==> src/hw/rtl/ssdf_pkg.sv <==
// ----------------------------------------------------------------------------
// ssdf_pkg
// Shared types and constants of the supersample downscale filter.
// ----------------------------------------------------------------------------
package ssdf_pkg;

   localparam int DEF_MAX_OUT_WIDTH = 1024;
   localparam int STORED_ROWS       = 4;
   localparam int BANK_W            = $clog2(STORED_ROWS);
   localparam int QUEUE_DEPTH       = 4;
   localparam int QCOUNT_W          = $clog2(QUEUE_DEPTH + 1);

   localparam int PIXEL_W      = 32;
   localparam int COLOUR_W     = 24;
   localparam int CHAN_W       = 8;
   localparam int CHANNELS     = COLOUR_W / CHAN_W;
   localparam int OUT_COL_W    = 10;
   localparam int OUT_ROW_W    = 12;
   localparam int WIDTH_REG_W  = 11;
   localparam int HEIGHT_REG_W = 13;
   localparam int ROW_W        = 13;
   localparam int CSR_INDEX_W  = 2;
   localparam int CSR_DATA_W   = 13;

   localparam int MAX_OUT_HEIGHT = 4096;

   localparam logic [WIDTH_REG_W-1:0]  RESET_OUT_WIDTH  = 11'd1024;
   localparam logic [HEIGHT_REG_W-1:0] RESET_OUT_HEIGHT = 13'd768;
   localparam logic [CHAN_W-1:0]       ALPHA_OPAQUE     = 8'hFF;

   typedef enum logic [CSR_INDEX_W-1:0] {
      CSR_OUT_WIDTH  = 2'd0,
      CSR_OUT_HEIGHT = 2'd1,
      CSR_BYTE_ORDER = 2'd2
   } ssdf_csr_type;

   // what the back end does with one item
   typedef enum logic [1:0] {
      KIND_NONE      = 2'd0,
      KIND_BORDER_LO = 2'd1,   // 2x2 box over rows r-2, r-1
      KIND_BORDER_HI = 2'd2,   // 2x2 box over rows r-1, r
      KIND_INTERIOR  = 2'd3    // 12 tap filter over rows r-3 .. r
   } ssdf_kind_type;

   // one column of the four stored rows, youngest row first, plus its job
   typedef struct packed {
      logic [STORED_ROWS-1:0][COLOUR_W-1:0] cols;
      ssdf_kind_type                        kind;
      logic [OUT_COL_W-1:0]                 x;
      logic [OUT_ROW_W-1:0]                 y;
   } ssdf_entry_type;

endpackage

==> src/hw/rtl/ssdf_back.sv <==
// ----------------------------------------------------------------------------
// ssdf_back
// Output side: 4x4 sample window, box and 12 tap filter, result register.
// ----------------------------------------------------------------------------
module ssdf_back (
   input  logic                            clock,
   input  logic                            reset,
   input  logic                            head_valid,
   input  ssdf_pkg::ssdf_entry_type        head,
   output logic                            pop,
   input  logic                            byte_order,
   output logic                            rsp_valid,
   input  logic                            rsp_stall,
   output logic [ssdf_pkg::PIXEL_W-1:0]    rsp_out_pixel,
   output logic [ssdf_pkg::OUT_COL_W-1:0]  rsp_out_col,
   output logic [ssdf_pkg::OUT_ROW_W-1:0]  rsp_out_row
);
   import ssdf_pkg::*;

   localparam int WIN_COLS = 3;           // columns c-1 .. c-3
   localparam int VIEW_COLS = WIN_COLS + 1;
   localparam int SUM_W = CHAN_W + 4;

   logic [STORED_ROWS-1:0][WIN_COLS-1:0][COLOUR_W-1:0]  win_ff, win_in;
   logic [STORED_ROWS-1:0][VIEW_COLS-1:0][COLOUR_W-1:0] view;

   logic [SUM_W-1:0]    sum;
   logic [COLOUR_W-1:0] colour;
   logic [PIXEL_W-1:0]  pixel;
   logic                have;

   logic                 out_valid_ff, out_valid_in;
   logic [PIXEL_W-1:0]   out_pixel_ff;
   logic [OUT_COL_W-1:0] out_col_ff;
   logic [OUT_ROW_W-1:0] out_row_ff;

   function automatic logic [SUM_W-1:0] chan(input logic [COLOUR_W-1:0] v, input int i);
      return SUM_W'(v[i*CHAN_W +: CHAN_W]);
   endfunction

   assign have = head.kind != KIND_NONE;
   assign pop  = head_valid && (!have || !out_valid_ff || !rsp_stall);

   // view[d][k]: row r-d, column c-k
   always_comb begin
      for (int d = 0; d < STORED_ROWS; d++) begin
         view[d][0] = head.cols[d];
         for (int k = 1; k < VIEW_COLS; k++)
            view[d][k] = win_ff[d][k-1];
      end
   end

   always_comb begin
      colour = '0;
      for (int i = 0; i < CHANNELS; i++) begin
         sum = '0;
         case (head.kind)
            KIND_INTERIOR: begin
               sum = chan(view[3][2], i) + chan(view[3][1], i)
                   + chan(view[2][3], i) + (chan(view[2][2], i) << 1)
                   + (chan(view[2][1], i) << 1) + chan(view[2][0], i)
                   + chan(view[1][3], i) + (chan(view[1][2], i) << 1)
                   + (chan(view[1][1], i) << 1) + chan(view[1][0], i)
                   + chan(view[0][2], i) + chan(view[0][1], i);
               colour[i*CHAN_W +: CHAN_W] = sum[SUM_W-1:4];
            end
            KIND_BORDER_LO: begin
               sum = chan(view[2][1], i) + chan(view[2][0], i)
                   + chan(view[1][1], i) + chan(view[1][0], i);
               colour[i*CHAN_W +: CHAN_W] = sum[CHAN_W+1:2];
            end
            KIND_BORDER_HI: begin
               sum = chan(view[1][1], i) + chan(view[1][0], i)
                   + chan(view[0][1], i) + chan(view[0][0], i);
               colour[i*CHAN_W +: CHAN_W] = sum[CHAN_W+1:2];
            end
            default: begin
               sum = '0;
            end
         endcase
      end
      pixel = byte_order ? {colour, ALPHA_OPAQUE} : {ALPHA_OPAQUE, colour};
   end

   // every item shifts the window, result or not
   always_comb begin
      win_in = win_ff;
      if (pop) begin
         for (int d = 0; d < STORED_ROWS; d++) begin
            win_in[d][0] = head.cols[d];
            for (int k = 1; k < WIN_COLS; k++)
               win_in[d][k] = win_ff[d][k-1];
         end
      end
   end

   always_ff @(posedge clock) begin
      win_ff <= win_in;
   end

   always_comb begin
      if (pop && have)
         out_valid_in = 1'b1;
      else if (!rsp_stall)
         out_valid_in = 1'b0;
      else
         out_valid_in = out_valid_ff;
   end

   always_ff @(posedge clock) begin
      if (reset)
         out_valid_ff <= 1'b0;
      else
         out_valid_ff <= out_valid_in;
   end

   always_ff @(posedge clock) begin
      if (pop && have) begin
         out_pixel_ff <= pixel;
         out_col_ff   <= head.x;
         out_row_ff   <= head.y;
      end
   end

   assign rsp_valid     = out_valid_ff;
   assign rsp_out_pixel = out_pixel_ff;
   assign rsp_out_col   = out_col_ff;
   assign rsp_out_row   = out_row_ff;

endmodule
==> config.mk <==
export PLATFORM = sky130hd
export DESIGN_NAME = ssdf_back
export DESIGN_NICKNAME = d
export VERILOG_FILES = /design/src/hw/rtl/ssdf_pkg.sv /design/src/hw/rtl/ssdf_back.sv
export SDC_FILE = /design/constraint.sdc
export NUM_CORES = 1
export LEC_CHECK = 0
export ABC_CLOCK_PERIOD_IN_PS = 11340
export BUFFER_PORTS_ARGS = -buffer_cell sky130_fd_sc_hd__buf_2
export CORE_ASPECT_RATIO = 1.25
export CORE_MARGIN = 4
export CORE_UTILIZATION = 61
export DETAILED_ROUTE_END_ITERATION = 8
export MAX_ROUTING_LAYER = met4
export PLACE_DENSITY_LB_ADDON = 0.3
export SYNTH_ARGS = -nofsm -noshare
export SYNTH_HDL_FRONTEND = slang
export SYNTH_SLANG_ARGS = --single-unit
export TNS_END_PERCENT = 10
==> constraint.sdc <==
create_clock -name clock -period 11.34 [get_ports clock]
set_input_delay 1.701 -clock clock [delete_from_list [all_inputs] [get_ports clock]]
set_output_delay 1.701 -clock clock [all_outputs]
set_load 0.02 [all_outputs]
---- Yosys cells after proc, flatten, opt, wreduce, memory -nomap -nowiden ----
Cells that the tools add are included.
storage, ports and cells
  register bits after elaboration ......... 295
  input bits .............................. 125
  logic and storage cells ................. 85
cells by class
  add/sub/neg operators ................... 51
  equal/unequal tests ..................... 4
  multiplexer cells ....................... 6
  reduce and logical (&&, ||, !) cells .... 8
operator list
  cell                                           count
  adder 12 x 8 -> 12 bit                         15
  adder 9 x 8 -> 10 bit                          9
  adder 8 x 8 -> 9 bit                           9
  adder 12 x 9 -> 12 bit                         6
  case mux 8 bit (3 select lines)                3
  adder 10 x 8 -> 10 bit                         6
  adder 11 x 9 -> 12 bit                         3
  adder 10 x 9 -> 11 bit                         3
  2-to-1 mux 24 bit                              1
  == test 2 bit, second input constant           2
  logical NOT 1 bit                              3
  == test 2 x 1 -> 1 bit, second input constant  1
  logical AND 1 bit                              2
  logical OR 1 bit                               2
  2-to-1 mux 1 bit                               2
  != test 2 x 1 -> 1 bit, second input constant  1
  nonzero test 2 bit                             1

---- Depth between registers and ports, before layout ----
  depth in word-level cells ............... 13
  gate-level depth with buffers ........... 19
  gate-level depth less buffers ........... 18

---- Least setup slack after synthesis ----
OpenSTA, ideal clock, no wires.
  path kind ............................... input -> register
  start point ............................. input head[22] (netlist bit)
  end point ............................... register out_col_ff[0], in the netlist rsp_out_col[0] (enable)
  arrival ................................. 9919 ps
  data required time ...................... 10931 ps
  setup slack ............................. 1012 ps
  stages on the path ...................... 6
  buffers on the path ..................... 2
  path through ............................ buf_2 -> clkbuf_1 -> nor2_1 -> o21a_1 -> o21ai_0 -> inv_1
on the way
  longest elaborated chain between the ends .. 6
RTL lines
  element                         RTL line          source
  from (decl)                     ssdf_back.sv:9    input ssdf_pkg::ssdf_entry_type head,
  nonzero test 2 bit              ssdf_back.sv:41   assign have = head.kind != KIND_NONE;
  logical NOT 1 bit               ssdf_back.sv:42   assign pop = head_valid && (!have || !out_valid_ff || !rsp_stall);
  logical OR 1 bit (2 in series)  ssdf_back.sv:42
  logical AND 1 bit               ssdf_back.sv:42
  net pop                         ssdf_back.sv:10   output logic pop,
  logical AND 1 bit               ssdf_back.sv:118  if (pop && have) begin
  to (signal assigned)            ssdf_back.sv:120  out_col_ff <= head.x;
  to (decl)                       ssdf_back.sv:34   logic [OUT_COL_W-1:0] out_col_ff;
The timed path passes the listed nets, and every way through them passes these cells.
A chain may end at the register's enable or synchronous reset.

---- Worst setup path in the final report ----
  start point ............................. input head[67] (netlist bit)
  end point ............................... register out_pixel_ff[23], in the netlist rsp_out_pixel[23], data pin
on the way
  longest elaborated chain between the ends .. 5
RTL lines
  element                                                                  RTL line                          source
  adder 12 x 8 -> 12 bit / adder 8 x 8 -> 9 bit (equally long branches)    ssdf_back.sv:63, ssdf_back.sv:73
  adder 12 x 8 -> 12 bit / adder 9 x 8 -> 10 bit (equally long branches)   ssdf_back.sv:64, ssdf_back.sv:74
  adder 12 x 8 -> 12 bit / adder 10 x 8 -> 10 bit (equally long branches)  ssdf_back.sv:64, ssdf_back.sv:74
  case mux 8 bit (3 select lines) (*)                                      ssdf_back.sv:57                   case (head.kind)
  2-to-1 mux 24 bit (*)                                                    ssdf_back.sv:82                   pixel = byte_order ? {colour, ALPHA_OPAQUE} : {ALPHA_OPAQUE, colour};
  net pixel[23]                                                            ssdf_back.sv:29                   logic [PIXEL_W-1:0] pixel;
  to (signal assigned)                                                     ssdf_back.sv:119                  out_pixel_ff <= pixel;
  to (decl)                                                                ssdf_back.sv:33                   logic [PIXEL_W-1:0] out_pixel_ff;
Mark *: on every way through the listed nets, which the timed path passes. The rest lies on a longest branch.

==> flow_metrics.env <==
export IMPL_status="finished clean"
export IMPL_drt_iter0_markers=927
export IMPL_seq_area_um2=8850
export IMPL_period_minus_slack_ns=6.27
export IMPL_die_x_um=174
export IMPL_numCtsBuffers=31
export IMPL_ant_nets=0
export IMPL_num_rows=75
export IMPL_max_slew_margin=0.319
export IMPL_r2r_end="rsp_out_pixel[23]$_DFFE_PP_"
export IMPL_yosysUniqueCellTypes=71
export IMPL_vias=12548
export IMPL_hold_violations=0
export IMPL_cts_repair_resized=0
export IMPL_routabilityCongestion=0.906
export IMPL_grt_first_pass_wirelength_um=72800
export IMPL_drt_drc_violations_left=0
export IMPL_ctsHoldBuffers=0
export IMPL_rsz0062_at_grt="false"
export IMPL_syn_num_nets=2151
export IMPL_place_hpwl_um=35400
export IMPL_via_per_inst=5.54
export IMPL_hold_class="register to register"
export IMPL_postCtsSetupRepairBufs=0
export IMPL_multiInputGateArea_um2=10300
export IMPL_peakVddDrop_mv=0.224
export IMPL_max_cap_viol_count=0
export IMPL_p_leak_nw=10.5
export IMPL_antenna_found_initial=2
export IMPL_insertion_delay_ns=0.59
export IMPL_skew_ns=0.0269
export IMPL_chipHeight_um=215
export IMPL_startpoint="head[67]"
export IMPL_area_growth_pct=11.7
export IMPL_clockBufferDepth=3
export IMPL_worstSetupEndpointType="register"
export IMPL_worstPathArrival_ns=6.59
export IMPL_crit_required_ns=11.66
export IMPL_top_level_ports=181
export IMPL_rr_worst_depth=17
export IMPL_cts_tree="yes"
export IMPL_root_buffer="clkbuf_16"
export IMPL_setup_tns_ns=0
export IMPL_dieArea_um2=37500
export IMPL_grt_ovfl_total=0
export IMPL_synthCells=1618
export IMPL_p_per_area_nw_per_um2=285
export IMPL_start_kind="primary input"
export IMPL_synthArstFlopShare=0
export IMPL_seq_area_frac_synth=0.421
export IMPL_crit_fanout=4
export IMPL_start_util=0.621
export IMPL_drive_gt1_frac=0.131
export IMPL_drt_total_wl_um=44700
export IMPL_final_core_util=0.694
export IMPL_synth_area_um2=21000
export IMPL_portBuffers=180
export IMPL_setup_violations=0
export IMPL_synth_edff_count=294
export IMPL_holdPathStages=0
export IMPL_ctsHtreeMaxLevel=1
export IMPL_period_share=0.553
export IMPL_grt_usage=0.255
export IMPL_rr_startpoint="view[234]$_DFFE_PP_"
export IMPL_layout_cells_non_filler=2267
export IMPL_drt_wirelength_per_cell_um=19.7
export IMPL_avgSynthCellArea_um2=13.0
export IMPL_grt_max_degree=78
export IMPL_cp_endpoint="rsp_out_pixel[23]$_DFFE_PP_"
export IMPL_core_area_um2=33800
export IMPL_p_total_mw=6.68
export IMPL_clkTransAtPathRegs_ns=0.07
export IMPL_reg2reg_slack_ns=5.79
export IMPL_placed_cells=2209
export IMPL_fmax_mhz=160
export IMPL_grt_pass1_vias=14005
export IMPL_synth_seq_cells=295
export IMPL_first_pass_iters=5
export IMPL_slew_violations=0
export IMPL_tightest_slew_ns=1.02
export IMPL_clock_sinks=295
export IMPL_synthFlopType="edfxtp_1"
export IMPL_final_fill_count=2319
export IMPL_fin_nets=2352
export IMPL_ys_warn_count=0
export IMPL_setup_worst_path_class="primary input to register"
cell usage in the layout, fill, tap and decap left out, types with 11 or more instances in the layout:
master,instances
buf_2,180
clkbuf_16,31
a21oi_1,43
a211oi_1,23
o21ai_0,29
o21a_1,14
nand2b_1,15
nor2b_1,11
ha_1,84
inv_1,462
nor3_1,16
edfxtp_1,294
fa_1,324
nor2_1,40
nand2_1,38
xnor2_1,19
nand3_1,13
a21o_1,14
metrics by stage:
stage	hold slack, ns	area (µm²)	setup WS [ns]
2_1_floorplan	0.426	21000	1.01
3_3_place_gp	0.434	22400	4.62
3_5_place_dp	0.434	22400	4.55
4_1_cts	0.448	23400	5.15
5_1_grt	0.446	23500	4.92
6_report	0.445	23500	5.07
registers in the layout, indices dropped and copies added (netlist names):
register       flops
rsp_out_col       10
view             240
rsp_out_pixel     32
rsp_out_row       12
rsp_valid          1
kinds of logic (layout without fill, tap and decap cells):
logic type / Yosys count / after routing / share of synthesized area
buffers and inverters: 483 / 707 / 0.0867
adder cells (fa/ha/maj): 408 / 408 / 0.359
flip-flops: 295 / 295 / 0.421
AO/OA/AOI/OAI: 215 / 215 / 0.0711
AND/OR/NAND/NOR: 179 / 179 / 0.0450
XOR/XNOR: 26 / 26 / 0.0108
multiplexers: 12 / 12 / 0.00590
other: 0 / 2 / 0
routing by layer:
layer	track usage	share of wire	vias to the layer above
met1	0.312	0.37	6368
li1	-	-	5653
met4	0.0853	0.034	0
met5	-	0	-
met2	0.441	0.53	424
met3	0.0401	0.062	103
Yosys cell counts (4+ instances only):
master    number  area (µm²)
ha_1          84        1050
o21ai_1       10        50.1
a22o_1         4        35.0
inv_1        463        1740
or3_1          5        31.3
o21a_1        15         113
buf_2          5        25.0
xnor2_1       19         166
o31ai_1        5        37.5
nand2b_1      15        93.8
fa_1         324        6490
a21oi_1       43         215
nand3b_1       5        37.5
a32oi_1        4        35.0
xor2_1         7        61.3
nor2b_1       11        68.8
nor3_1        16        80.1
a31oi_1        7        43.8
a211oi_1      23         173
a22oi_1        7        52.6
nand2_1       38         143
o211ai_1      10        75.1
o21ai_0       29         145
and2_1         6        37.5
clkbuf_1      13        48.8
o21bai_1       6        45.0
a21o_1        14         105
nand3_1       13        65.1
nor3b_1        6        45.0
edfxtp_1     294        8830
mux2i_1        9        90.1
nor2_1        40         150
worst max-delay path, stage by stage:
cell	delay, ns
buf_2	0.14
inv_1	0.08
fa_1	0.54
inv_1	0.06
fa_1	0.51
fa_1	0.43
fa_1	0.50
inv_1	0.05
fa_1	0.48
nor2_1	0.06
o21a_1	0.12
fa_1	0.48
a211oi_1	0.40
o21ai_0	0.18
a31oi_1	0.23
xnor2_1	0.09
a211oi_1	0.39
mux2i_1	0.14
worst min path at each step:
stage                                   start                   to
after global routing      view[329]$_DFFE_PP_  view[353]$_DFFE_PP_
final                     view[147]$_DFFE_PP_  view[171]$_DFFE_PP_
after floorplan           view[144]$_DFFE_PP_  view[168]$_DFFE_PP_
after detailed placement  view[164]$_DFFE_PP_  view[188]$_DFFE_PP_
after global placement    view[148]$_DFFE_PP_  view[172]$_DFFE_PP_
after CTS                 view[329]$_DFFE_PP_  view[353]$_DFFE_PP_
cell type report:
class	instances	share of cell area
Antenna cell	2	0.000213
Clock buffer	35	0.0337
Clock inverter	21	0.0107
Inverter	464	0.0743
Multi-Input combinational cell	840	0.441
Sequential cell	295	0.377
Tap cell	423	0.0226
Timing Repair Buffer	187	0.0407
power by group:
part / switching [mW] / total (mW) / internal, mW
registers: 0.0694 / 1.43 / 1.36
logic: 2.48 / 4.20 / 1.72
clock network: 0.439 / 1.05 / 0.615
Power figures use the tool's default switching activity.
