===== config.mk =====
export PLATFORM = sky130hd
export DESIGN_NAME = ssdf_queue
export DESIGN_NICKNAME = d
export VERILOG_FILES = /design/src/hw/rtl/ssdf_pkg.sv /design/src/hw/rtl/ssdf_queue.sv
export SDC_FILE = /design/constraint.sdc
export NUM_CORES = 1
export LEC_CHECK = 0
export ABC_AREA = 1
export BUFFER_PORTS_ARGS = -buffer_cell sky130_fd_sc_hd__buf_2
export CORE_MARGIN = 2
export CORE_UTILIZATION = 30
export CTS_BUF_LIST = sky130_fd_sc_hd__clkbuf_4 sky130_fd_sc_hd__clkbuf_8 sky130_fd_sc_hd__clkbuf_16
export CTS_CLUSTER_DIAMETER = 100
export DETAILED_ROUTE_END_ITERATION = 10
export PLACE_DENSITY = 0.46
export SKIP_CTS_REPAIR_TIMING = 1
export SKIP_LAST_GASP = 1
export SLEW_MARGIN = 20
export SYNTH_ARGS = -nofsm -noshare
export SYNTH_HDL_FRONTEND = slang
export SYNTH_SLANG_ARGS = --single-unit

===== constraint.sdc =====
create_clock -name clock -period 3.7 [get_ports clock]
set_input_delay 0.37 -clock clock [delete_from_list [all_inputs] [get_ports clock]]
set_output_delay 0.37 -clock clock [all_outputs]
set_load 0.02 [all_outputs]

===== src/hw/rtl/ssdf_pkg.sv =====
// ----------------------------------------------------------------------------
// ssdf_pkg
// Shared types and constants of the supersample downscale filter.
// ----------------------------------------------------------------------------
package ssdf_pkg;

   localparam int DEF_MAX_OUT_WIDTH = 1024;
   localparam int STORED_ROWS       = 4;
   localparam int BANK_W            = $clog2(STORED_ROWS);
   localparam int QUEUE_DEPTH       = 4;
   localparam int QCOUNT_W          = $clog2(QUEUE_DEPTH + 1);

   localparam int PIXEL_W      = 32;
   localparam int COLOUR_W     = 24;
   localparam int CHAN_W       = 8;
   localparam int CHANNELS     = COLOUR_W / CHAN_W;
   localparam int OUT_COL_W    = 10;
   localparam int OUT_ROW_W    = 12;
   localparam int WIDTH_REG_W  = 11;
   localparam int HEIGHT_REG_W = 13;
   localparam int ROW_W        = 13;
   localparam int CSR_INDEX_W  = 2;
   localparam int CSR_DATA_W   = 13;

   localparam int MAX_OUT_HEIGHT = 4096;

   localparam logic [WIDTH_REG_W-1:0]  RESET_OUT_WIDTH  = 11'd1024;
   localparam logic [HEIGHT_REG_W-1:0] RESET_OUT_HEIGHT = 13'd768;
   localparam logic [CHAN_W-1:0]       ALPHA_OPAQUE     = 8'hFF;

   typedef enum logic [CSR_INDEX_W-1:0] {
      CSR_OUT_WIDTH  = 2'd0,
      CSR_OUT_HEIGHT = 2'd1,
      CSR_BYTE_ORDER = 2'd2
   } ssdf_csr_type;

   // what the back end does with one item
   typedef enum logic [1:0] {
      KIND_NONE      = 2'd0,
      KIND_BORDER_LO = 2'd1,   // 2x2 box over rows r-2, r-1
      KIND_BORDER_HI = 2'd2,   // 2x2 box over rows r-1, r
      KIND_INTERIOR  = 2'd3    // 12 tap filter over rows r-3 .. r
   } ssdf_kind_type;

   // one column of the four stored rows, youngest row first, plus its job
   typedef struct packed {
      logic [STORED_ROWS-1:0][COLOUR_W-1:0] cols;
      ssdf_kind_type                        kind;
      logic [OUT_COL_W-1:0]                 x;
      logic [OUT_ROW_W-1:0]                 y;
   } ssdf_entry_type;

endpackage


===== src/hw/rtl/ssdf_queue.sv =====
// ----------------------------------------------------------------------------
// ssdf_queue
// Short queue of column items between the front and the back end.
// ----------------------------------------------------------------------------
module ssdf_queue (
   input  logic                          clock,
   input  logic                          reset,
   input  logic                          push,
   input  ssdf_pkg::ssdf_entry_type      push_entry,
   input  logic                          pop,
   output ssdf_pkg::ssdf_entry_type      head,
   output logic                          head_valid,
   output logic [ssdf_pkg::QCOUNT_W-1:0] count
);
   import ssdf_pkg::*;

   localparam int PTR_W = (QUEUE_DEPTH > 1) ? $clog2(QUEUE_DEPTH) : 1;

   ssdf_entry_type      slot_ff [QUEUE_DEPTH];
   logic [PTR_W-1:0]    wr_ptr_ff, wr_ptr_in;
   logic [PTR_W-1:0]    rd_ptr_ff, rd_ptr_in;
   logic [QCOUNT_W-1:0] count_ff, count_in;

   always_comb begin
      wr_ptr_in = wr_ptr_ff;
      rd_ptr_in = rd_ptr_ff;
      count_in  = count_ff;
      if (push)
         wr_ptr_in = (wr_ptr_ff == PTR_W'(QUEUE_DEPTH - 1)) ? '0 : wr_ptr_ff + 1'b1;
      if (pop)
         rd_ptr_in = (rd_ptr_ff == PTR_W'(QUEUE_DEPTH - 1)) ? '0 : rd_ptr_ff + 1'b1;
      if (push && !pop)
         count_in = count_ff + 1'b1;
      else if (pop && !push)
         count_in = count_ff - 1'b1;
   end

   always_ff @(posedge clock) begin
      if (reset) begin
         wr_ptr_ff <= '0;
         rd_ptr_ff <= '0;
         count_ff  <= '0;
      end else begin
         wr_ptr_ff <= wr_ptr_in;
         rd_ptr_ff <= rd_ptr_in;
         count_ff  <= count_in;
      end
   end

   always_ff @(posedge clock) begin
      if (push)
         slot_ff[wr_ptr_ff] <= push_entry;
   end

   assign head       = slot_ff[rd_ptr_ff];
   assign head_valid = count_ff != '0;
   assign count      = count_ff;

endmodule


== Yosys cells after proc, flatten, opt, wreduce, memory -nomap -nowiden ==
Memory sizes are Yosys's and may differ from the RTL's. A register that Yosys moved wholly into a read port is not among the register bits.
Index checks and enable logic that the tools add are counted.

* Register bits: 7
* Memory bits (writable): 480
* Input port bits: 124
* Output and inout bits: 124
* Word-level logic and storage cells: 24
* Memories kept: 1

* Add/sub/neg operators: 4
* Eq/ne operators: 2
* Mux-type cells: 8
* Reductions and logical operators: 6

{| class="wikitable"
|+ Memories
! name !! words !! bits a word !! rd ports !! clocked after Yosys merged registers in !! wr ports !! RTL line !! RTL
|-
| slot_ff || 4 || 120 || 1 || 1 || 1 || ssdf_queue.sv:19 || <nowiki>ssdf_entry_type slot_ff [QUEUE_DEPTH];</nowiki>
|}

{| class="wikitable"
|+ Operators by type and width
! cell !! number
|-
| $mux 2 || 4
|-
| $mux 3 || 2
|-
| $add 2x1->2 const B || 2
|-
| $eq 2x2->1 const B || 2
|-
| $add 3x1->3 const B || 1
|-
| $reduce_bool 3->1 || 1
|-
| $sub 3x1->3 const B || 1
|-
| $logic_and 1x1->1 || 2
|-
| $logic_not 1->1 || 2
|-
| $mux 1 || 2
|-
| $reduce_bool 2->1 || 1
|}

== Longest topological paths before layout ==
Gate-level depths: netlist (run 1).

* Depth in word-level cells: 4
* Gate-level depth with buffers: 10
* Gate-level depth less buffers: 10

== Least setup slack after synthesis (run 1) ==
OpenSTA, ideal clock, no wires.

* Path kind: register -> register
* Start: reg wr_ptr_ff[0]
* End: mem slot_ff[3][0] (netlist bit), enable pin
* Library setup time: 0.473 ns
* Data arrival time: 2.904 ns
* Required time: 3.227 ns
* Setup slack: 0.323 ns
* Stages on the path, launching flop included: 4
* Path buffers: 0
* Clock period less this slack: 3.377 ns
* Cells stage by stage: dfxtp_1 ha_1 nand2_1 inv_1

{| class="wikitable"
|+ RTL lines
! element !! RTL line !! RTL
|-
| from (decl) || ssdf_queue.sv:20 || <nowiki>logic [PTR_W-1:0] wr_ptr_ff, wr_ptr_in;</nowiki>
|-
| from (signal assigned) || ssdf_queue.sv:44 || <nowiki>wr_ptr_ff <= wr_ptr_in;</nowiki>
|-
| to (decl) || ssdf_queue.sv:19 ||
|}

No word-level cell before the write port.

==> run metrics, run 1 <==
final setup violating endpoints=0; Detailed Place HPWL=25400 um; Post-Syn Area per Cell=15.2 um2; drt drc=0; crit path buf inv count=3; combined global-route utilization of all metal layers=14.0%; most frequently used cell type in the post-synthesis netlist=sky130_fd_sc_hd__edfxtp_1; portion of netlist area occupied by mux cells=0%; Clock Tree Buf Depth=3; startpoint types=flip-flop; cell-by-cell trace of the critical path=inv_8 > buf_4 > nor2_1 > o22ai_1 > buf_2; Seq cells post-synth=489; upper clock frequency limit=353 MHz; largest net degree at the start of global routing=126; minimum hold slack=21.5 ps; synth-to-layout area growth=26.2%; master cell of the clock root buffer=sky130_fd_sc_hd__clkbuf_16; initial core utilization=30.2%; routed vias=11200; count of max-cap constraint violations=0; antenna-violating nets left=0; crit path max fanout=125; Core Region=61400 um2; placed cell count=2204; setup repair after global routing missed its margin=no; VDD IR max=0.283 mV; maximum single-stage delay on the critical path=550 ps; worst-skew pair later-pin latency=580 ps; I/O pin cnt=248; number of enable flip-flop cells after synthesis=480; run status=finished, final reports clean; cell family with most CP delay=buffers and inverters; summed negative setup slack over all endpoints=0 ps; most used flip-flop cell after synthesis=sky130_fd_sc_hd__edfxtp_1; worst hold path type=in -> reg; share of layout cells above drive strength 1=24.9%; total area of multi-input combinational cells=3350 um2; CP Data Arrival Time=2460 ps; clock tree sinks=489; Power Dens Cells=557 nW/um2; synthesized-area fraction occupied by ao, oa, aoi and oai cells=11.4%; count of distinct cell types in the synthesized netlist=24; synthesis warning total=0; via count of the first global-routing pass=10900; shortest clock period the worst path allows after layout=2830 ps; post-synth top area share=77.8%; pin slew with the least headroom to its limit=852 ps; total gr overflow=0; Final Hold Fails=0; required arrival time at the worst endpoint=3330 ps; wire length of the first global-routing pass=67700 um; number of input and output port buffers inserted=247; cts bufs inserted=52; final clock period utilization by the worst path=76.5%; xor/xnor share of the synthesized area=0.0473%; x dimension of the die=252 um; kind of capture point of the worst setup path=primary output; path type of the worst setup path=reg -> out; Iter 0 DRT Violations=571; WL per Instance=18.8 um; Net count, final=1713; placement row count=91; list of most frequent post-synthesis cells=480 x sky130_fd_sc_hd__edfxtp_1, 229 x sky130_fd_sc_hd__nor2_1, 163 x sky130_fd_sc_hd__o21ai_0; post-CTS clock slew at the launch and capture registers of the worst setup and hold paths=60 ps; post-synthesis net count=1350; combined area of all synthesized cells=18500 um2; leakage power summed over all cells=8.13 nW; simple logic cell fraction of the synthesized area=6.15%; remaining max-slew budget at the tightest pin=43.2%; number of detailed-routing iterations run before antenna repair=4; final routed wirelength across all metal layers=45400 um; die footprint=63800 um2; initial antenna violation count=3; count of pins over their slew limit=0; Cells after Synth=1219; CTS H-tree lvls=2; cell type with the highest aggregate area in the netlist=sky130_fd_sc_hd__edfxtp_1; via count normalized by instance count=4.64; Placer Congestion=0.706; largest family of logic cells by synthesized area=compound AO/OA/AOI/OAI gates; share of synthesized area occupied by flip-flops and latches=78.8%; Synth area leaders=sky130_fd_sc_hd__edfxtp_1 78%, sky130_fd_sc_hd__nor2_1 4.6%, sky130_fd_sc_hd__o21ai_0 4.4%, sky130_fd_sc_hd__o22ai_1 3.4%, sky130_fd_sc_hd__o21ai_1 2.2%; post-synthesis share of cell area spent on full adders, half adders and majority gates=0.513%; TritonCTS clock tree=built; worst clock skew=12.6 ps; cell with the largest stage delay on the worst path=sky130_fd_sc_hd__inv_8; fill cell instance count of the final layout=5835; Post-synth ARST share=0%; chip height=252 um; Sequential Area=14600 um2; Finished Layout Cells=2413
cells in the final DEF, fill, tap and decap left out:
cell | synthesis | final
sky130_fd_sc_hd__dfxtp_1 | 9 | 7
sky130_fd_sc_hd__xor2_1 | 1 | 1
sky130_fd_sc_hd__diode_2 | 0 | 2
sky130_fd_sc_hd__a21oi_1 | 3 | 3
sky130_fd_sc_hd__nor2_1 | 229 | 229
sky130_fd_sc_hd__nand4_1 | 1 | 1
sky130_fd_sc_hd__o21ai_0 | 163 | 163
sky130_fd_sc_hd__o22ai_1 | 100 | 100
sky130_fd_sc_hd__buf_2 | 18 | 247
sky130_fd_sc_hd__buf_4 | 0 | 19
sky130_fd_sc_hd__buf_12 | 2 | 7
sky130_fd_sc_hd__ha_1 | 6 | 6
sky130_fd_sc_hd__nor3_1 | 2 | 2
sky130_fd_sc_hd__inv_6 | 0 | 3
sky130_fd_sc_hd__clkinv_2 | 0 | 6
sky130_fd_sc_hd__o21ai_1 | 80 | 80
sky130_fd_sc_hd__nand3_1 | 1 | 1
sky130_fd_sc_hd__dlygate4sd3_1 | 0 | 114
sky130_fd_sc_hd__o22ai_2 | 20 | 20
sky130_fd_sc_hd__fa_1 | 1 | 1
sky130_fd_sc_hd__clkbuf_4 | 0 | 13
sky130_fd_sc_hd__clkbuf_16 | 0 | 53
sky130_fd_sc_hd__clkinv_1 | 0 | 11
sky130_fd_sc_hd__dfxtp_4 | 0 | 2
sky130_fd_sc_hd__inv_4 | 1 | 4
sky130_fd_sc_hd__nor2_4 | 20 | 20
sky130_fd_sc_hd__inv_1 | 14 | 10
sky130_fd_sc_hd__clkinv_4 | 0 | 1
sky130_fd_sc_hd__edfxtp_1 | 480 | 480
sky130_fd_sc_hd__nand2_1 | 9 | 9
sky130_fd_sc_hd__inv_8 | 0 | 1
sky130_fd_sc_hd__bufinv_16 | 0 | 5
sky130_fd_sc_hd__clkinvlp_4 | 0 | 2
metrics by stage:
| stage | cell area (um2) | setup WS [ps] | util, % | power, W |
|---|---|---|---|---|
| 2_1_floorplan | 18500 | 323 | - | 0.00738 |
| 3_3_place_gp | 20500 | 1380 | 33.5 | 0.00794 |
| 3_5_place_dp | 20500 | 1400 | 33.5 | 0.00795 |
| 4_1_cts | 22200 | 733 | 36.2 | 0.0131 |
| 5_1_grt | 23400 | 653 | 38.1 | 0.0135 |
| 6_report | 23400 | 868 | 38.1 | 0.0130 |
cell type report:
cell class / count / share of cell area (%)
Timing Repair Buffer: 387 / 11.4
Sequential cell: 489 / 62.5
Tap cell: 790 / 4.23
Multi-Input combinational cell: 636 / 14.3
Clock inverter: 27 / 1.12
Clock buffer: 66 / 6.09
Inverter: 16 / 0.353
Antenna cell: 2 / 0.0214
path summary, 6_finish.rpt:
kind | depth (start not counted) | from | slack [ps] | to
max | 5 | flip-flop | 870 | head[94]
min | 1 | push_entry[87] | 20 | slot_ff[2][87]$_DFFE_PP_
max reg2reg | 4 | wr_ptr_ff[0]$_SDFFE_PP0P_ | 1660 | slot_ff[3][13]$_DFFE_PP_
min reg2reg | 2 | count[1]$_SDFFE_PP0P_ | 540 | count[1]$_SDFFE_PP0P_
layer usage:
metal	wire [um]	share of wire [%]	GRT usage, %	vias to the layer above
met4	871	1.9	3.69	4
met2	20900	46	22.1	244
li1	-	-	-	5338
met3	2600	5.7	4.21	65
met1	21000	46	18.7	5546
met5	28	0.062	0	-
state kept, by name (all words and copies together), names as in the netlist, named ones only:
signal / cells
slot_ff: 480
count: 3
rd_ptr_ff: 2
wr_ptr_ff: 2
cells by family (layout without fill, tap and decap cells):
kind of cell             after synthesis  in the layout
AO/OA/AOI/OAI                        366            366
other                                  0              2
XOR/XNOR                               1              1
AND/OR/NAND/NOR                      262            262
flip-flops                           489            489
adder cells (fa/ha/maj)                7              7
buffers and inverters                 94            496
report_power, final:
part           leakage, nW  switching (W)  internal, W
clock network        0.838        0.00206      0.00306
logic                 2.80        0.00101     0.000487
registers             4.48      0.0000623      0.00634
worst reg2reg max path, stage by stage, from the launching register on:
cell and delay, ps:
sky130_fd_sc_hd__dfxtp_1 390, sky130_fd_sc_hd__ha_1 190, sky130_fd_sc_hd__nand2_1 110, sky130_fd_sc_hd__inv_6 500, sky130_fd_sc_hd__buf_4 480
Power figures use the tool's default switching activity.
==> inputs of run 2 (changes only) <==
--- a/config.mk
+++ b/config.mk
@@ -5,14 +5,14 @@
 export SDC_FILE = /design/constraint.sdc
 export NUM_CORES = 1
 export LEC_CHECK = 0
-export ABC_AREA = 1
+export ABC_AREA = 0
 export BUFFER_PORTS_ARGS = -buffer_cell sky130_fd_sc_hd__buf_2
 export CORE_MARGIN = 2
 export CORE_UTILIZATION = 30
 export CTS_BUF_LIST = sky130_fd_sc_hd__clkbuf_4 sky130_fd_sc_hd__clkbuf_8 sky130_fd_sc_hd__clkbuf_16
 export CTS_CLUSTER_DIAMETER = 100
 export DETAILED_ROUTE_END_ITERATION = 10
-export PLACE_DENSITY = 0.46
+export PLACE_DENSITY = 0.48
 export SKIP_CTS_REPAIR_TIMING = 1
 export SKIP_LAST_GASP = 1
 export SLEW_MARGIN = 20
==> constraint.sdc (replaced) <==
create_clock -name clock -period 2.4 [get_ports clock]
set_input_delay 0.24 -clock clock [delete_from_list [all_inputs] [get_ports clock]]
set_output_delay 0.24 -clock clock [all_outputs]
set_load 0.02 [all_outputs]
==> run 2 against run 1 <==
Design area down 1.7%; synthesized cell count is 45% lower; first-iteration DRC count is 40% lower; final cell count decreased by 21%; synthesized area decreased by 4.2%; flip-flop and latch count is the same; worst hold slack better by 28 ps; critical endpoint is now head[57]; largest cell class unchanged; largest power group unchanged.
==> run metrics, run 2 <==
Core Region=58800 um2 (-4.2%); Finished Layout Cells=1896 (-21%); most frequently used cell type in the post-synthesis netlist=sky130_fd_sc_hd__edfxtp_1; part of the total power dissipated in sequential elements=50.0% (+0.8 points); remaining max-slew budget at the tightest pin=54.6% (+11 points); synthesis warning total=0 (unchanged); final setup violating endpoints=0 (unchanged); placed cell count=1679 (-24%); x dimension of the die=247 um (-2.1%); portion of total power attributed to combinational logic=10.2% (-1.3 points); Detailed Place HPWL=21500 um (-15%); Hold Path Cell Cnt=3 (+2); commonest cells after routing, fill and taps aside=480 x sky130_fd_sc_hd__edfxtp_1, 247 x sky130_fd_sc_hd__buf_2, 122 x sky130_fd_sc_hd__dlygate4sd3_1; Net count, final=1214 (-29%); Sequential Area=14600 um2 (unchanged); post-synthesis net count=800 (-41%); most common library cell in the layout ignoring fill and taps=sky130_fd_sc_hd__edfxtp_1; post-CTS clock slew at the launch and capture registers of the worst setup and hold paths=60 ps (about the same); max FFs per register=480 (unchanged); worst clock skew=17.3 ps (+4.77 ps); initial core utilization=30.2% (about the same); final routed wirelength across all metal layers=37200 um (-18%); die footprint=61100 um2 (-4.2%); Cells after Synth=669 (-45%); clock tree sinks=489 (unchanged); net switching power figure=0.00442 W (+41%); post-synth top area share=81.2% (+3.4 points); via count of the first global-routing pass=8613 (-21%); final clock period utilization by the worst path=97.5%; required arrival time at the worst endpoint=2160 ps (-1170 ps); synth-to-layout area growth=29.5%; cell area after placement=20100 um2 (-2.4%); via count normalized by instance count=4.42 (-4.7%); internal power of the cells=0.0153 W (+55%); capturing point of the worst reg2reg path=slot_ff[0][41]$_DFFE_PP_; Clock Tree Buf Depth=3 (unchanged); I/O pin cnt=248 (unchanged); fraction of power spent switching nets=22.4% (-1.7 points); combined global-route utilization of all metal layers=12.1% (-1.9 points); CP Data Arrival Time=2100 ps (-360 ps); path type of the worst setup path=reg -> out; chip height=247 um (-2.1%); run status=finished, final reports clean; shortest clock period the worst path allows after layout=2340 ps; count of pins over their slew limit=0 (unchanged); count of distinct cell types in the synthesized netlist=18 (-25%); Power Dens Cells=860 nW/um2 (+55%); number of detailed-routing iterations run before antenna repair=4 (unchanged); Post-Syn Area per Cell=26.5 um2 (+75%); share of layout cells above drive strength 1=41.9% (+17 points); final std cell area, no fill=23000 um2 (-1.7%); minimum hold slack=49.9 ps (+28.4 ps); core occupancy in the finished layout=39.1% (+0.98 points); master cell of the clock root buffer=sky130_fd_sc_hd__clkbuf_16; Setup Slack @ Placement=618 ps (-787 ps); Synth area leaders=sky130_fd_sc_hd__edfxtp_1 81%, sky130_fd_sc_hd__mux4_2 15%, sky130_fd_sc_hd__dfxtp_1 1.0%, sky130_fd_sc_hd__buf_6 0.63%, sky130_fd_sc_hd__ha_1 0.42%; worst hold path type=in -> reg; Seq cells post-synth=489 (unchanged); initial antenna violation count=4 (+1); share of synthesized area occupied by flip-flops and latches=82.3% (+3.5 points); Placer Congestion=0.690 (-2.3%); cell type with the highest aggregate area in the netlist=sky130_fd_sc_hd__edfxtp_1; list of most frequent post-synthesis cells=480 x sky130_fd_sc_hd__edfxtp_1, 120 x sky130_fd_sc_hd__mux4_2, 12 x sky130_fd_sc_hd__buf_2; Final Hold Fails=0 (unchanged); total gr overflow=0 (unchanged); wire length of the first global-routing pass=54400 um (-20%); count of max-cap constraint violations=0 (unchanged); antenna-violating nets left=0 (unchanged); most used flip-flop cell after synthesis=sky130_fd_sc_hd__edfxtp_1; antenna diode count=0 (-2); WL per Instance=19.6 um (+4.5%); hold_sp=push; TritonCTS clock tree=built; register name with the most flops=slot_ff; number of enable flip-flop cells after synthesis=480 (unchanged); routed vias=8384 (-25%); kind of capture point of the worst setup path=primary output; setup repair after global routing missed its margin=yes; number of input and output port buffers inserted=247 (unchanged); Iter 0 DRT Violations=344 (-40%); drt drc=0 (unchanged); pin slew with the least headroom to its limit=682 ps (-171 ps); Post-synth ARST share=0% (unchanged); upper clock frequency limit=427 MHz; leakage power summed over all cells=7.73 nW (-4.9%); placement row count=89 (-2.2%); worst-skew pair later-pin latency=580 ps (about the same); power share of the clock group=39.9% (+0.6 points); setup slack of the critical path after layout=60.7 ps (-807 ps); CTS H-tree lvls=2 (unchanged); setup slack on the worst flop-to-flop path=720 ps (-940 ps); fill cell instance count of the final layout=5353 (-8.3%); startpoint types=flip-flop; r2r worst-path depth=4 (unchanged); combined area of all synthesized cells=17700 um2 (-4.2%); R2R Path Start=wr_ptr_ff[0]$_SDFFE_PP0P_; crit path max fanout=76 (-39%); total area of multi-input combinational cells=2950 um2 (-12%); cts bufs inserted=53 (+1.9%); Endpoint, Worst Hold=wr_ptr_ff[0]$_SDFFE_PP0P_; VDD IR max=0.525 mV (+86%); largest net degree at the start of global routing=77 (-39%)
==> run 2: critical path, stage by stage, from the launching register on <==
cell                      delay, ps
sky130_fd_sc_hd__dfxtp_4        370
sky130_fd_sc_hd__buf_12         300
sky130_fd_sc_hd__mux4_2         410
sky130_fd_sc_hd__buf_2          190
==> run 2: power by group through the flow <==
stage | clock [W] | combinational, W | sequential (W)
3_3_place_gp | 0 | 0.00189 | 0.0100
4_1_cts | 0.00819 | 0.00190 | 0.00988
3_5_place_dp | 0 | 0.00190 | 0.0101
5_1_grt | 0.00849 | 0.00218 | 0.00990
6_report | 0.00788 | 0.00201 | 0.00988
2_1_floorplan | 0 | 0.00114 | 0.0100
==> run 2: routing by layer <==
| metal | global-route usage, % | share of wire, % | up-vias |
|---|---|---|---|
| met5 | 0 | 0.15 | - |
| met4 | 3.87 | 2.3 | 8 |
| met3 | 4.31 | 7.1 | 67 |
| met2 | 18.3 | 46 | 222 |
| met1 | 16.2 | 45 | 4355 |
| li1 | - | - | 3732 |
==> run 2: stage by stage <==
| step | TNS (ps) | power, W |
|---|---|---|
| 3_3_place_gp | 0 | 0.0119 |
| 3_5_place_dp | 0 | 0.0120 |
| 4_1_cts | -594 | 0.0200 |
| 5_1_grt | -2910 | 0.0206 |
| 2_1_floorplan | 0 | 0.0112 |
| 6_report | 0 | 0.0198 |
==> run 2: how the worst max path moves through the flow <==
stage,to,slack (ps)
2_1_floorplan,slot_ff[3][0]$_DFFE_PP_,550
3_3_place_gp,head[108],630
3_5_place_dp,head[70],620
4_1_cts,head[70],-30
5_1_grt,head[112],-60
6_report,head[57],60
==> run 2: final cells by class <==
| type | instances | share of cell area, % |
|---|---|---|
| inverter | 4 | 0.0654 |
| multi-input combinational | 150 | 12.8 |
| tap | 773 | 4.21 |
| timing repair buffer | 385 | 12.0 |
| clock buffer | 64 | 6.13 |
| clock inverter | 31 | 1.21 |
| sequential | 489 | 63.6 |
==> run 2: logic make-up after synthesis <==
family          count (synthesis)  synth area share, %
flops                         489                 82.3
simple gates                   14                0.402
buf+inv                        30                 1.16
compound gates                  3               0.0846
mux                           124                 15.5
fa+ha+maj                       7                0.536
xor+xnor                        2               0.0987
